`src/sv/hpc_pkg.sv`:
```
package hpc_pkg;

    localparam int ANGLE_FRAC_BITS  = 22;
    localparam int CORDIC_STEPS_DEF = 24;

    localparam int LAT_W     = 30;
    localparam int LON_W     = 31;
    localparam int RADIUS_W  = 23;
    localparam int LEVEL_W   = 2;
    localparam int CFG_IDX_W = 2;

    localparam int Q_BITS     = 30;
    localparam int ANG_W      = 33;
    localparam int XY_W       = 34;
    localparam int MAG_W      = 33;
    localparam int DEG_W      = 30;
    localparam int D2R_W      = 25;
    localparam int D2R_PROD_W = DEG_W + D2R_W;
    localparam int ROOT_W     = 31;
    localparam int SQ_V_W     = 61;
    localparam int SQ_R_W     = 63;
    localparam int SQRT_STEPS = 32;
    localparam int EARTH_W    = 13;
    localparam int DIST_PROD_W = ROOT_W + EARTH_W;
    localparam int DIST_SHIFT = 21;

    localparam longint FULL_TURN    = longint'(360) << ANGLE_FRAC_BITS;
    localparam longint HALF_TURN    = longint'(180) << ANGLE_FRAC_BITS;
    localparam longint QUARTER_TURN = longint'(90) << ANGLE_FRAC_BITS;

    localparam logic [D2R_W-1:0]    DEG_TO_RAD_Q30  = D2R_W'(18740330);
    localparam logic [Q_BITS-1:0]   CORDIC_INV_GAIN = Q_BITS'(652032874);
    localparam logic [EARTH_W-1:0]  EARTH_RADIUS_KM = EARTH_W'(6371);
    localparam logic [RADIUS_W-1:0] DIST_MAX        = RADIUS_W'(5242879);

    localparam logic [30:0] ATAN_TAB [32] = '{
        31'd843314856, 31'd497837829, 31'd263043836, 31'd133525158, 31'd67021686,
        31'd33543515, 31'd16775850, 31'd8388437, 31'd4194282, 31'd2097149,
        31'd1048575, 31'd524287, 31'd262143, 31'd131071, 31'd65535, 31'd32767,
        31'd16383, 31'd8191, 31'd4095, 31'd2047, 31'd1023, 31'd511, 31'd255,
        31'd127, 31'd63, 31'd31, 31'd15, 31'd8, 31'd4, 31'd2, 31'd1, 31'd0
    };

    localparam logic [CFG_IDX_W-1:0] CFG_ALARM  = 2'd0;
    localparam logic [CFG_IDX_W-1:0] CFG_WARN   = 2'd1;
    localparam logic [CFG_IDX_W-1:0] CFG_DETECT = 2'd2;

    localparam logic [LEVEL_W-1:0] LVL_OUT    = 2'd0;
    localparam logic [LEVEL_W-1:0] LVL_ALARM  = 2'd1;
    localparam logic [LEVEL_W-1:0] LVL_WARN   = 2'd2;
    localparam logic [LEVEL_W-1:0] LVL_DETECT = 2'd3;

    typedef logic signed [ANG_W-1:0] t_ang;
    typedef logic signed [XY_W-1:0]  t_xy;
    typedef logic [DEG_W-1:0]        t_deg;

    typedef struct packed {
        logic en;
        logic valid;
    } t_ctl;

endpackage

```
`src/sv/hpc_front.sv`:
```
module hpc_front (
    input  logic                             i_clk,
    input  logic                             i_rst_n,
    input  hpc_pkg::t_ctl                    i_ctl,
    input  logic signed [hpc_pkg::LAT_W-1:0] i_lat1,
    input  logic signed [hpc_pkg::LON_W-1:0] i_lon1,
    input  logic signed [hpc_pkg::LAT_W-1:0] i_lat2,
    input  logic signed [hpc_pkg::LON_W-1:0] i_lon2,
    output logic                             o_valid,
    output hpc_pkg::t_ang                    o_zlat,
    output hpc_pkg::t_ang                    o_zlon,
    output hpc_pkg::t_ang                    o_zc1,
    output hpc_pkg::t_ang                    o_zc2,
    output logic                             o_neg1,
    output logic                             o_neg2
);
    import hpc_pkg::*;

    localparam t_ang L_FULL    = ANG_W'(FULL_TURN);
    localparam t_ang L_HALF    = ANG_W'(HALF_TURN);
    localparam t_deg L_HALF_M  = DEG_W'(HALF_TURN);
    localparam t_deg L_QUARTER = DEG_W'(QUARTER_TURN);
    localparam logic [D2R_PROD_W:0] RND_SIN = (D2R_PROD_W + 1)'(1) << ANGLE_FRAC_BITS;
    localparam logic [D2R_PROD_W:0] RND_COS = (D2R_PROD_W + 1)'(1) << (ANGLE_FRAC_BITS - 1);

    function automatic t_deg fold_mag(input t_ang r);
        t_ang m;
        if (r > L_HALF) begin
            m = L_FULL - r;
        end else if (r < -L_HALF) begin
            m = L_FULL + r;
        end else if (r < 0) begin
            m = -r;
        end else begin
            m = r;
        end
        return DEG_W'(m);
    endfunction

    function automatic t_deg abs_lat(input logic signed [LAT_W-1:0] v);
        t_ang e;
        e = ANG_W'(v);
        return (e < 0) ? DEG_W'(-e) : DEG_W'(e);
    endfunction

    t_ang w_dlat;
    t_ang w_dlon_raw;
    t_ang w_dlon;
    logic [D2R_PROD_W:0] w_rs1, w_rs2, w_rc1, w_rc2;

    logic r_v1, r_v2, r_v3, r_v4;
    t_ang r_dlat, r_dlon;
    t_deg r_alat1, r_alat2;
    t_deg r_ms1, r_ms2, r_mc1, r_mc2;
    logic r_n1_2, r_n2_2, r_n1_3, r_n2_3, r_n1_4, r_n2_4;
    logic [D2R_PROD_W-1:0] r_ps1, r_ps2, r_pc1, r_pc2;
    t_ang r_zlat, r_zlon, r_zc1, r_zc2;

    assign w_dlat     = ANG_W'(i_lat2) - ANG_W'(i_lat1);
    assign w_dlon_raw = ANG_W'(i_lon2) - ANG_W'(i_lon1);
    assign w_dlon     = (w_dlon_raw >= L_FULL)  ? w_dlon_raw - L_FULL :
                        (w_dlon_raw <= -L_FULL) ? w_dlon_raw + L_FULL : w_dlon_raw;

    assign w_rs1 = ((D2R_PROD_W + 1)'(r_ps1) + RND_SIN) >> (ANGLE_FRAC_BITS + 1);
    assign w_rs2 = ((D2R_PROD_W + 1)'(r_ps2) + RND_SIN) >> (ANGLE_FRAC_BITS + 1);
    assign w_rc1 = ((D2R_PROD_W + 1)'(r_pc1) + RND_COS) >> ANGLE_FRAC_BITS;
    assign w_rc2 = ((D2R_PROD_W + 1)'(r_pc2) + RND_COS) >> ANGLE_FRAC_BITS;

    always_ff @(posedge i_clk) begin
        if (!i_rst_n) begin
            r_v1 <= 1'b0;
            r_v2 <= 1'b0;
            r_v3 <= 1'b0;
            r_v4 <= 1'b0;
        end else if (i_ctl.en) begin
            r_v1 <= i_ctl.valid;
            r_v2 <= r_v1;
            r_v3 <= r_v2;
            r_v4 <= r_v3;
        end
    end

    always_ff @(posedge i_clk) begin
        if (i_ctl.en) begin
            r_dlat  <= w_dlat;
            r_dlon  <= w_dlon;
            r_alat1 <= abs_lat(i_lat1);
            r_alat2 <= abs_lat(i_lat2);

            r_ms1  <= fold_mag(r_dlat);
            r_ms2  <= fold_mag(r_dlon);
            r_mc1  <= (r_alat1 > L_QUARTER) ? L_HALF_M - r_alat1 : r_alat1;
            r_mc2  <= (r_alat2 > L_QUARTER) ? L_HALF_M - r_alat2 : r_alat2;
            r_n1_2 <= r_alat1 > L_QUARTER;
            r_n2_2 <= r_alat2 > L_QUARTER;

            r_ps1  <= D2R_PROD_W'(r_ms1) * D2R_PROD_W'(DEG_TO_RAD_Q30);
            r_ps2  <= D2R_PROD_W'(r_ms2) * D2R_PROD_W'(DEG_TO_RAD_Q30);
            r_pc1  <= D2R_PROD_W'(r_mc1) * D2R_PROD_W'(DEG_TO_RAD_Q30);
            r_pc2  <= D2R_PROD_W'(r_mc2) * D2R_PROD_W'(DEG_TO_RAD_Q30);
            r_n1_3 <= r_n1_2;
            r_n2_3 <= r_n2_2;

            r_zlat <= ANG_W'(w_rs1);
            r_zlon <= ANG_W'(w_rs2);
            r_zc1  <= ANG_W'(w_rc1);
            r_zc2  <= ANG_W'(w_rc2);
            r_n1_4 <= r_n1_3;
            r_n2_4 <= r_n2_3;
        end
    end

    assign o_valid = r_v4;
    assign o_zlat  = r_zlat;
    assign o_zlon  = r_zlon;
    assign o_zc1   = r_zc1;
    assign o_zc2   = r_zc2;
    assign o_neg1  = r_n1_4;
    assign o_neg2  = r_n2_4;

endmodule

```
`config.mk`:
```
export PLATFORM = sky130hd
export DESIGN_NAME = hpc_front
export DESIGN_NICKNAME = d
export VERILOG_FILES = /design/src/sv/hpc_pkg.sv /design/src/sv/hpc_front.sv
export SDC_FILE = /design/constraint.sdc
export NUM_CORES = 2
export LEC_CHECK = 0
export ABC_AREA = 1
export BUFFER_PORTS_ARGS = -buffer_cell sky130_fd_sc_hd__buf_2
export CELL_PAD_IN_SITES_DETAIL_PLACEMENT = 0
export CELL_PAD_IN_SITES_GLOBAL_PLACEMENT = 1
export CORE_UTILIZATION = 52
export CTS_BUF_LIST = sky130_fd_sc_hd__clkbuf_2
export CTS_CLUSTER_SIZE = 25
export DETAILED_ROUTE_END_ITERATION = 16
export HOLD_SLACK_MARGIN = 0.02
export PLACE_DENSITY_LB_ADDON = 0.05
export SLEW_MARGIN = 40
export SYNTH_ARGS = -nofsm -noshare
export SYNTH_HDL_FRONTEND = slang
export SYNTH_SLANG_ARGS = --single-unit
```
`constraint.sdc`:
```
create_clock -name i_clk -period 8 [get_ports i_clk]
set_clock_uncertainty 0.15 [all_clocks]
set_input_delay 2.4 -clock i_clk [delete_from_list [all_inputs] [get_ports i_clk]]
set_output_delay 2.4 -clock i_clk [all_outputs]
set_load 0.1 [all_outputs]
```
# Word-level counts from Yosys, hierarchy flattened
# Index checks and enable logic that the tools add are counted.
dict set report op_classes {
  mux 12
  n_mul 4
  n_lt_le_gt_ge 12
  addsub 18
}
# op count
set ops {}
lappend ops {{2-to-1 mux 30 bit} 10}
lappend ops {{multiplier 30 x 24 -> 54 bit, second input constant} 4}
lappend ops {{negation 30 bit} 4}
lappend ops {{subtractor 30 bit, first input constant} 4}
lappend ops {{adder 55 x 23 -> 56 bit, second input constant} 2}
lappend ops {{adder 55 x 22 -> 55 bit, second input constant} 2}
lappend ops {{2-to-1 mux 33 bit} 2}
lappend ops {{adder 30 bit, first input constant} 2}
lappend ops {{> comparator 30 x 29 -> 1 bit, second input constant} 2}
lappend ops {{< comparator 30 x 1 -> 1 bit, second input constant} 2}
lappend ops {{adder 32 x 32 -> 33 bit, second input constant} 1}
lappend ops {{> comparator 33 x 31 -> 1 bit, second input constant} 1}
lappend ops {{< comparator 33 x 1 -> 1 bit, second input constant} 1}
lappend ops {{< comparator 33 x 31 -> 1 bit, second input constant} 1}
lappend ops {{subtractor 32 x 32 -> 33 bit, second input constant} 1}
lappend ops {{greater-or-equal comparator 32 bit, second input constant} 1}
lappend ops {{<= comparator 32 bit, second input constant} 1}
lappend ops {{subtractor 31 x 31 -> 32 bit} 1}
lappend ops {{> comparator 31 bit, second input constant} 1}
lappend ops {{< comparator 31 x 1 -> 1 bit, second input constant} 1}
lappend ops {{< comparator 31 bit, second input constant} 1}
lappend ops {{subtractor 30 x 30 -> 31 bit} 1}
dict set report word_totals {
  regBits 602
  in_bits 126
  word_cells 72
  output_inout_bits 135
}

# Depth between registers and ports, before layout
dict set report logic_depth {
  ltp_word 4
  ltp_mapped 27
  depth_no_buf 27
}

# Worst setup path before layout
# Ideal clock, no wire load.
dict set report synth_timing {
  path_type {flip-flop to flip-flop}
  start {register r_mc1[14]}
  end {register r_pc1[50] (data pin)}
  setup_slack_ns 1.701
  stages_incl_launch_ff 26
  path_buffers 0
  period_less_slack_ns 6.299
  t_arrival_ns 5.887
  required_time_ns 7.588
  setup_ns 0.262
  path_cell_list {edfxtp_1 > inv_1 > fa_1 > inv_1 > fa_1 > inv_1 > fa_1 > inv_1 > fa_1 > fa_1 > fa_1 > inv_1 > fa_1 > inv_1 > ha_1 > nand2_1 > nor2_1 > inv_1 > nor2_1 > inv_1 > nor4_1 > a21oi_1 > o21ai_1 > nand3_1 > o21ai_1 > xor2_1}
}
dict set report synth_between {
  elab_chain_len 1
}
# item line_no
set synth_lines {}
lappend synth_lines {{start, declared} hpc_front.sv:54} ;# t_deg r_ms1, r_ms2, r_mc1, r_mc2;
lappend synth_lines {{start signal, assigned} hpc_front.sv:92} ;# r_mc1 <= (r_alat1 > L_QUARTER) ? L_HALF_M - r_alat1 : r_alat1;
lappend synth_lines {{multiplier 30 x 24 -> 54 bit} hpc_front.sv:99} ;# r_pc1 <= D2R_PROD_W'(r_mc1) * D2R_PROD_W'(DEG_TO_RAD_Q30);
lappend synth_lines {{end signal, assigned} hpc_front.sv:99}
lappend synth_lines {{end, declared} hpc_front.sv:56} ;# logic [D2R_PROD_W-1:0] r_ps1, r_ps2, r_pc1, r_pc2;
# No other way between the ends.
# A chain may end at the register's enable or synchronous reset.

# Worst setup path after layout
dict set report layout_timing {
  start {register r_mc1[7]}
  end {register r_pc1[50] (data pin)}
}
# The elaborated chain is that of the path after synthesis.

==> impl_metrics.yaml <==
cells_and_area:
  final_net_count: 11941
  instances_no_fill: 11626
  area_delta_synth_final_pct: 6.629
  drive_gt1_frac: 0.05803
setup_path:
  cp_slowest_cell: "edfxtp_1"
  rr_startpoint: "r_mc1[7]"
  worstPathRequired_ps: 9300
  cp_max_fo: 6
  cp.arrival_ps: 8800
  crit_family: "adder cells"
  r2r_end: "r_pc1[50]"
  reg2regPathDepth: 23
  worst_setup_path_end_kind: "flop"
  rrSetupSlack_ps: 490
  crit_path_frequent_cell: "fa_1"
  crit_path_cell_trace: "inv_1, fa_1, inv_1, fa_1, inv_1, fa_1, inv_1, fa_1, fa_1, fa_1, fa_1, ha_1, nand2_1, nor2_1, inv_1, nor2_1, inv_1, nor4_2, a21oi_1, o21ai_1, nand3_1, o21ai_1, xor2_1"
  slowest_delay_ps: 620
  worstSetupPathType: "reg2reg"
  crit_path_start_kind: "flop"
  critPathBufInv: 6
timing:
  slew_headroom: 0.2000
  hold_viol: 0
  fin_crit_sh: 0.9384
  fmax_mhz: 133.2
  setup_viol: 0
  rsz0062_at_grt: "false"
  tightest_slew_ps: 1200
  slew_violations: 0
  setup_tns_ps: 0
  period_needed_ps: 7507
die:
  die-area_sq_mm: 0.1604
  rows: 145
  core_sq_mm: 0.1569
  ios: 261
  die_y_microns: 400.5
  die_x_microns: 400.5
  start_util: 0.5262
clock_tree:
  cts.sinks: 520
  cts_max_path_buffers: 3
  postCtsHoldBufs: 0
  clock_latency_ps: 1680
  cts_root_buf: "clkbuf_2"
  cts-resized-gates: 0
  postCtsSetupRepairBufs: 0
  htreeDepth: 4
  cts_tree: "yes"
  cts.clk_slew.worst_paths_ps: 110
  cts_made_buffers: 148
detailed_routing:
  via_count: 59706
  drt_iter0_markers: 4066
  met3_length_microns: 16070
  met1_length_microns: 106300
  wirelength_microns: 232500
  post_drt_wl_per_cell_microns: 20.00
  routed_via_density: 5.136
  drtAntennaViolNets: 0
  top_layer_used: "met5"
  drc: 0
  dr_wl_met2_microns: 104900
  dr.pass1.iters: 6
place:
  dpl.hpwl_microns: 206400
  gp_congestion: 1.002
  place.port_buffers: 260
  dp.cells: 11344
synthesis:
  synth_compound_area_frac: 0.05395
  yosysUniqueCellTypes: 56
  synth-async-reset-ratio: 0
  synth-simple-area-share: 0.1042
  synthMuxAreaShare: 0
  syn-num-nets: 11537
  synth_top_family_by_area: "adder cells"
  syn_area_sq_mm: 0.08258
  synth_ff_type: "edfxtp_1"
  synth_edf_count: 516
  synth-adder-area-share: 0.4761
  syn_area_per_cell_sq_um: 9.141
  ys_ff_latch: 520
  syn-instance-count: 9034
  yosysWarnings: 0
  synth-xor-area-share: 0.04751
  ys_seq_area_frac: 0.1886
status:
  status: "completed"
worst_hold_path:
  worstHoldStart: "r_n1_3"
  hold_path_end: "o_neg1"
  hold_class: "reg2reg"
  hold_path_depth: 0
grt:
  grt_pass1_wl_microns: 362500
  antenna_found_initial: 26
  grt_remaining_overflow: 0
  grt_pass1_vias: 62791
  grt_use_total: 0.2972
  grt_max_degree: 161
run:
  max_cap_viol_count: 0
## stage by stage
stage	area [sq um]	hold WS (ps)	util	worst slack (ps)
after floorplan	82580	250.3	-	1701
after global placement	86500	264.4	0.5512	305.6
after detailed placement	86500	255.9	0.5512	297.3
after CTS	87960	289.5	0.5605	322.2
after global routing	88030	300.8	0.5609	177.8
final	88050	284.7	0.5611	492.7
## area by class of cell
cell class | count | area [sq um]
antenna | 21 | 52.55
clock buffer | 204 | 1021
clock inverter | 55 | 434.2
fill | 14532 | 68880
inverter | 2831 | 10630
multi-input combinational | 5666 | 56320
sequential | 520 | 15570
tap | 2058 | 2575
timing repair buffer | 271 | 1455
## worst max path at each step
| stage | startpoint | cells after the start | end |
|---|---|---|---|
| 6_report | r_mc1[7] | 23 | r_pc1[50] |
| 3_5_place_dp | r_mc1[14] | 25 | r_pc1[50] |
| 4_1_cts | r_mc1[14] | 25 | r_pc1[50] |
| 3_3_place_gp | r_mc1[9] | 25 | r_pc1[50] |
| 5_1_grt | r_mc1[9] | 25 | r_pc1[50] |
| 2_1_floorplan | r_mc1[14] | 25 | r_pc1[50] |
## layout by cell type (no fill, tap or decap), types with 6 or more instances in the layout
cell and count:
inv_1 2823, fa_1 1276, ha_1 1101, nand2_1 1001
nor2_1 576, edfxtp_1 516, a21oi_1 361, xor2_1 325
buf_2 259, o21ai_0 215, clkbuf_2 204, nand3_1 195
xnor2_1 123, nor3_1 89, nand4_1 76, a31oi_1 64
nor4_1 39, o21a_1 38, clkinv_1 29, diode_2 21
a21o_1 20, o21bai_1 15, o211ai_1 13, o31ai_1 13
nor2_2 12, nand2_2 11, a211oi_1 11, a21boi_0 10
nand3b_1 9, o2111ai_1 8, clkinv_2 8, inv_2 7
and2_1 7, o221ai_1 6, buf_4 6
## registers in the layout, indices dropped and copies added (netlist names), 30 cells and up
name	cells
r_pc1	34
r_mc2	30
o_zc1	33
r_dlat	31
r_ps2	33
r_alat2	30
o_zc2	33
r_ps1	33
o_zlat	33
r_ms1	30
o_zlon	33
r_pc2	34
r_ms2	30
r_mc1	30
r_alat1	30
r_dlon	33
## cell usage after synthesis (6+ instances only)
| library cell | number | area, sq um |
|---|---|---|
| o211ai_1 | 13 | 97.59 |
| clkbuf_1 | 10 | 37.54 |
| a21oi_1 | 361 | 1807 |
| o21a_1 | 38 | 285.3 |
| o31ai_1 | 13 | 97.59 |
| nor2_1 | 576 | 2162 |
| nand3b_1 | 9 | 67.56 |
| inv_2 | 7 | 26.28 |
| a211oi_1 | 11 | 82.58 |
| nor2_2 | 12 | 75.07 |
| nand2_2 | 11 | 68.82 |
| xnor2_1 | 123 | 1077 |
| xor2_1 | 325 | 2846 |
| ha_1 | 1101 | 13780 |
| a21o_1 | 20 | 150.1 |
| a21boi_0 | 10 | 75.07 |
| nor3_1 | 89 | 445.4 |
| and2_1 | 7 | 43.79 |
| nor4_1 | 41 | 256.5 |
| inv_1 | 2823 | 10600 |
| nand4_1 | 76 | 475.5 |
| edfxtp_1 | 516 | 15490 |
| nand3_1 | 195 | 975.9 |
| a31oi_1 | 64 | 400.4 |
| o21ai_0 | 215 | 1076 |
| o221ai_1 | 6 | 52.55 |
| nand2_1 | 1001 | 3757 |
| o2111ai_1 | 8 | 70.07 |
| o21bai_1 | 15 | 112.6 |
| fa_1 | 1276 | 25540 |
## worst reg2reg max path, cell delays in order, from the launching register on
cell      delay (ps)
edfxtp_1         620
inv_1            220
fa_1             570
inv_1             50
fa_1             500
inv_1             50
fa_1             500
inv_1             60
fa_1             580
fa_1             450
fa_1             510
fa_1             420
ha_1             410
nand2_1          150
nor2_1           120
inv_1             60
nor2_1           360
inv_1            110
nor4_2           400
a21oi_1          230
o21ai_1          370
nand3_1          180
o21ai_1          180
xor2_1            80
## routing by layer
layer	global-route usage	vias up
li1	-	28519
met1	0.4221	29309
met2	0.4671	1558
met3	0.05890	308
met4	0.07254	12
met5	0	-
## kinds of logic after synthesis
| family | count (synthesis) |
|---|---|
| AO/OA/AOI/OAI | 793 |
| XOR/XNOR | 448 |
| adder cells (fa/ha/maj) | 2377 |
| buffers and inverters | 2848 |
| flip-flops | 520 |
| AND/OR/NAND/NOR | 2048 |
Power is left out: the tool's default activity adds up to more than one toggle a clock period on the data nets, which glitch-free logic cannot reach.
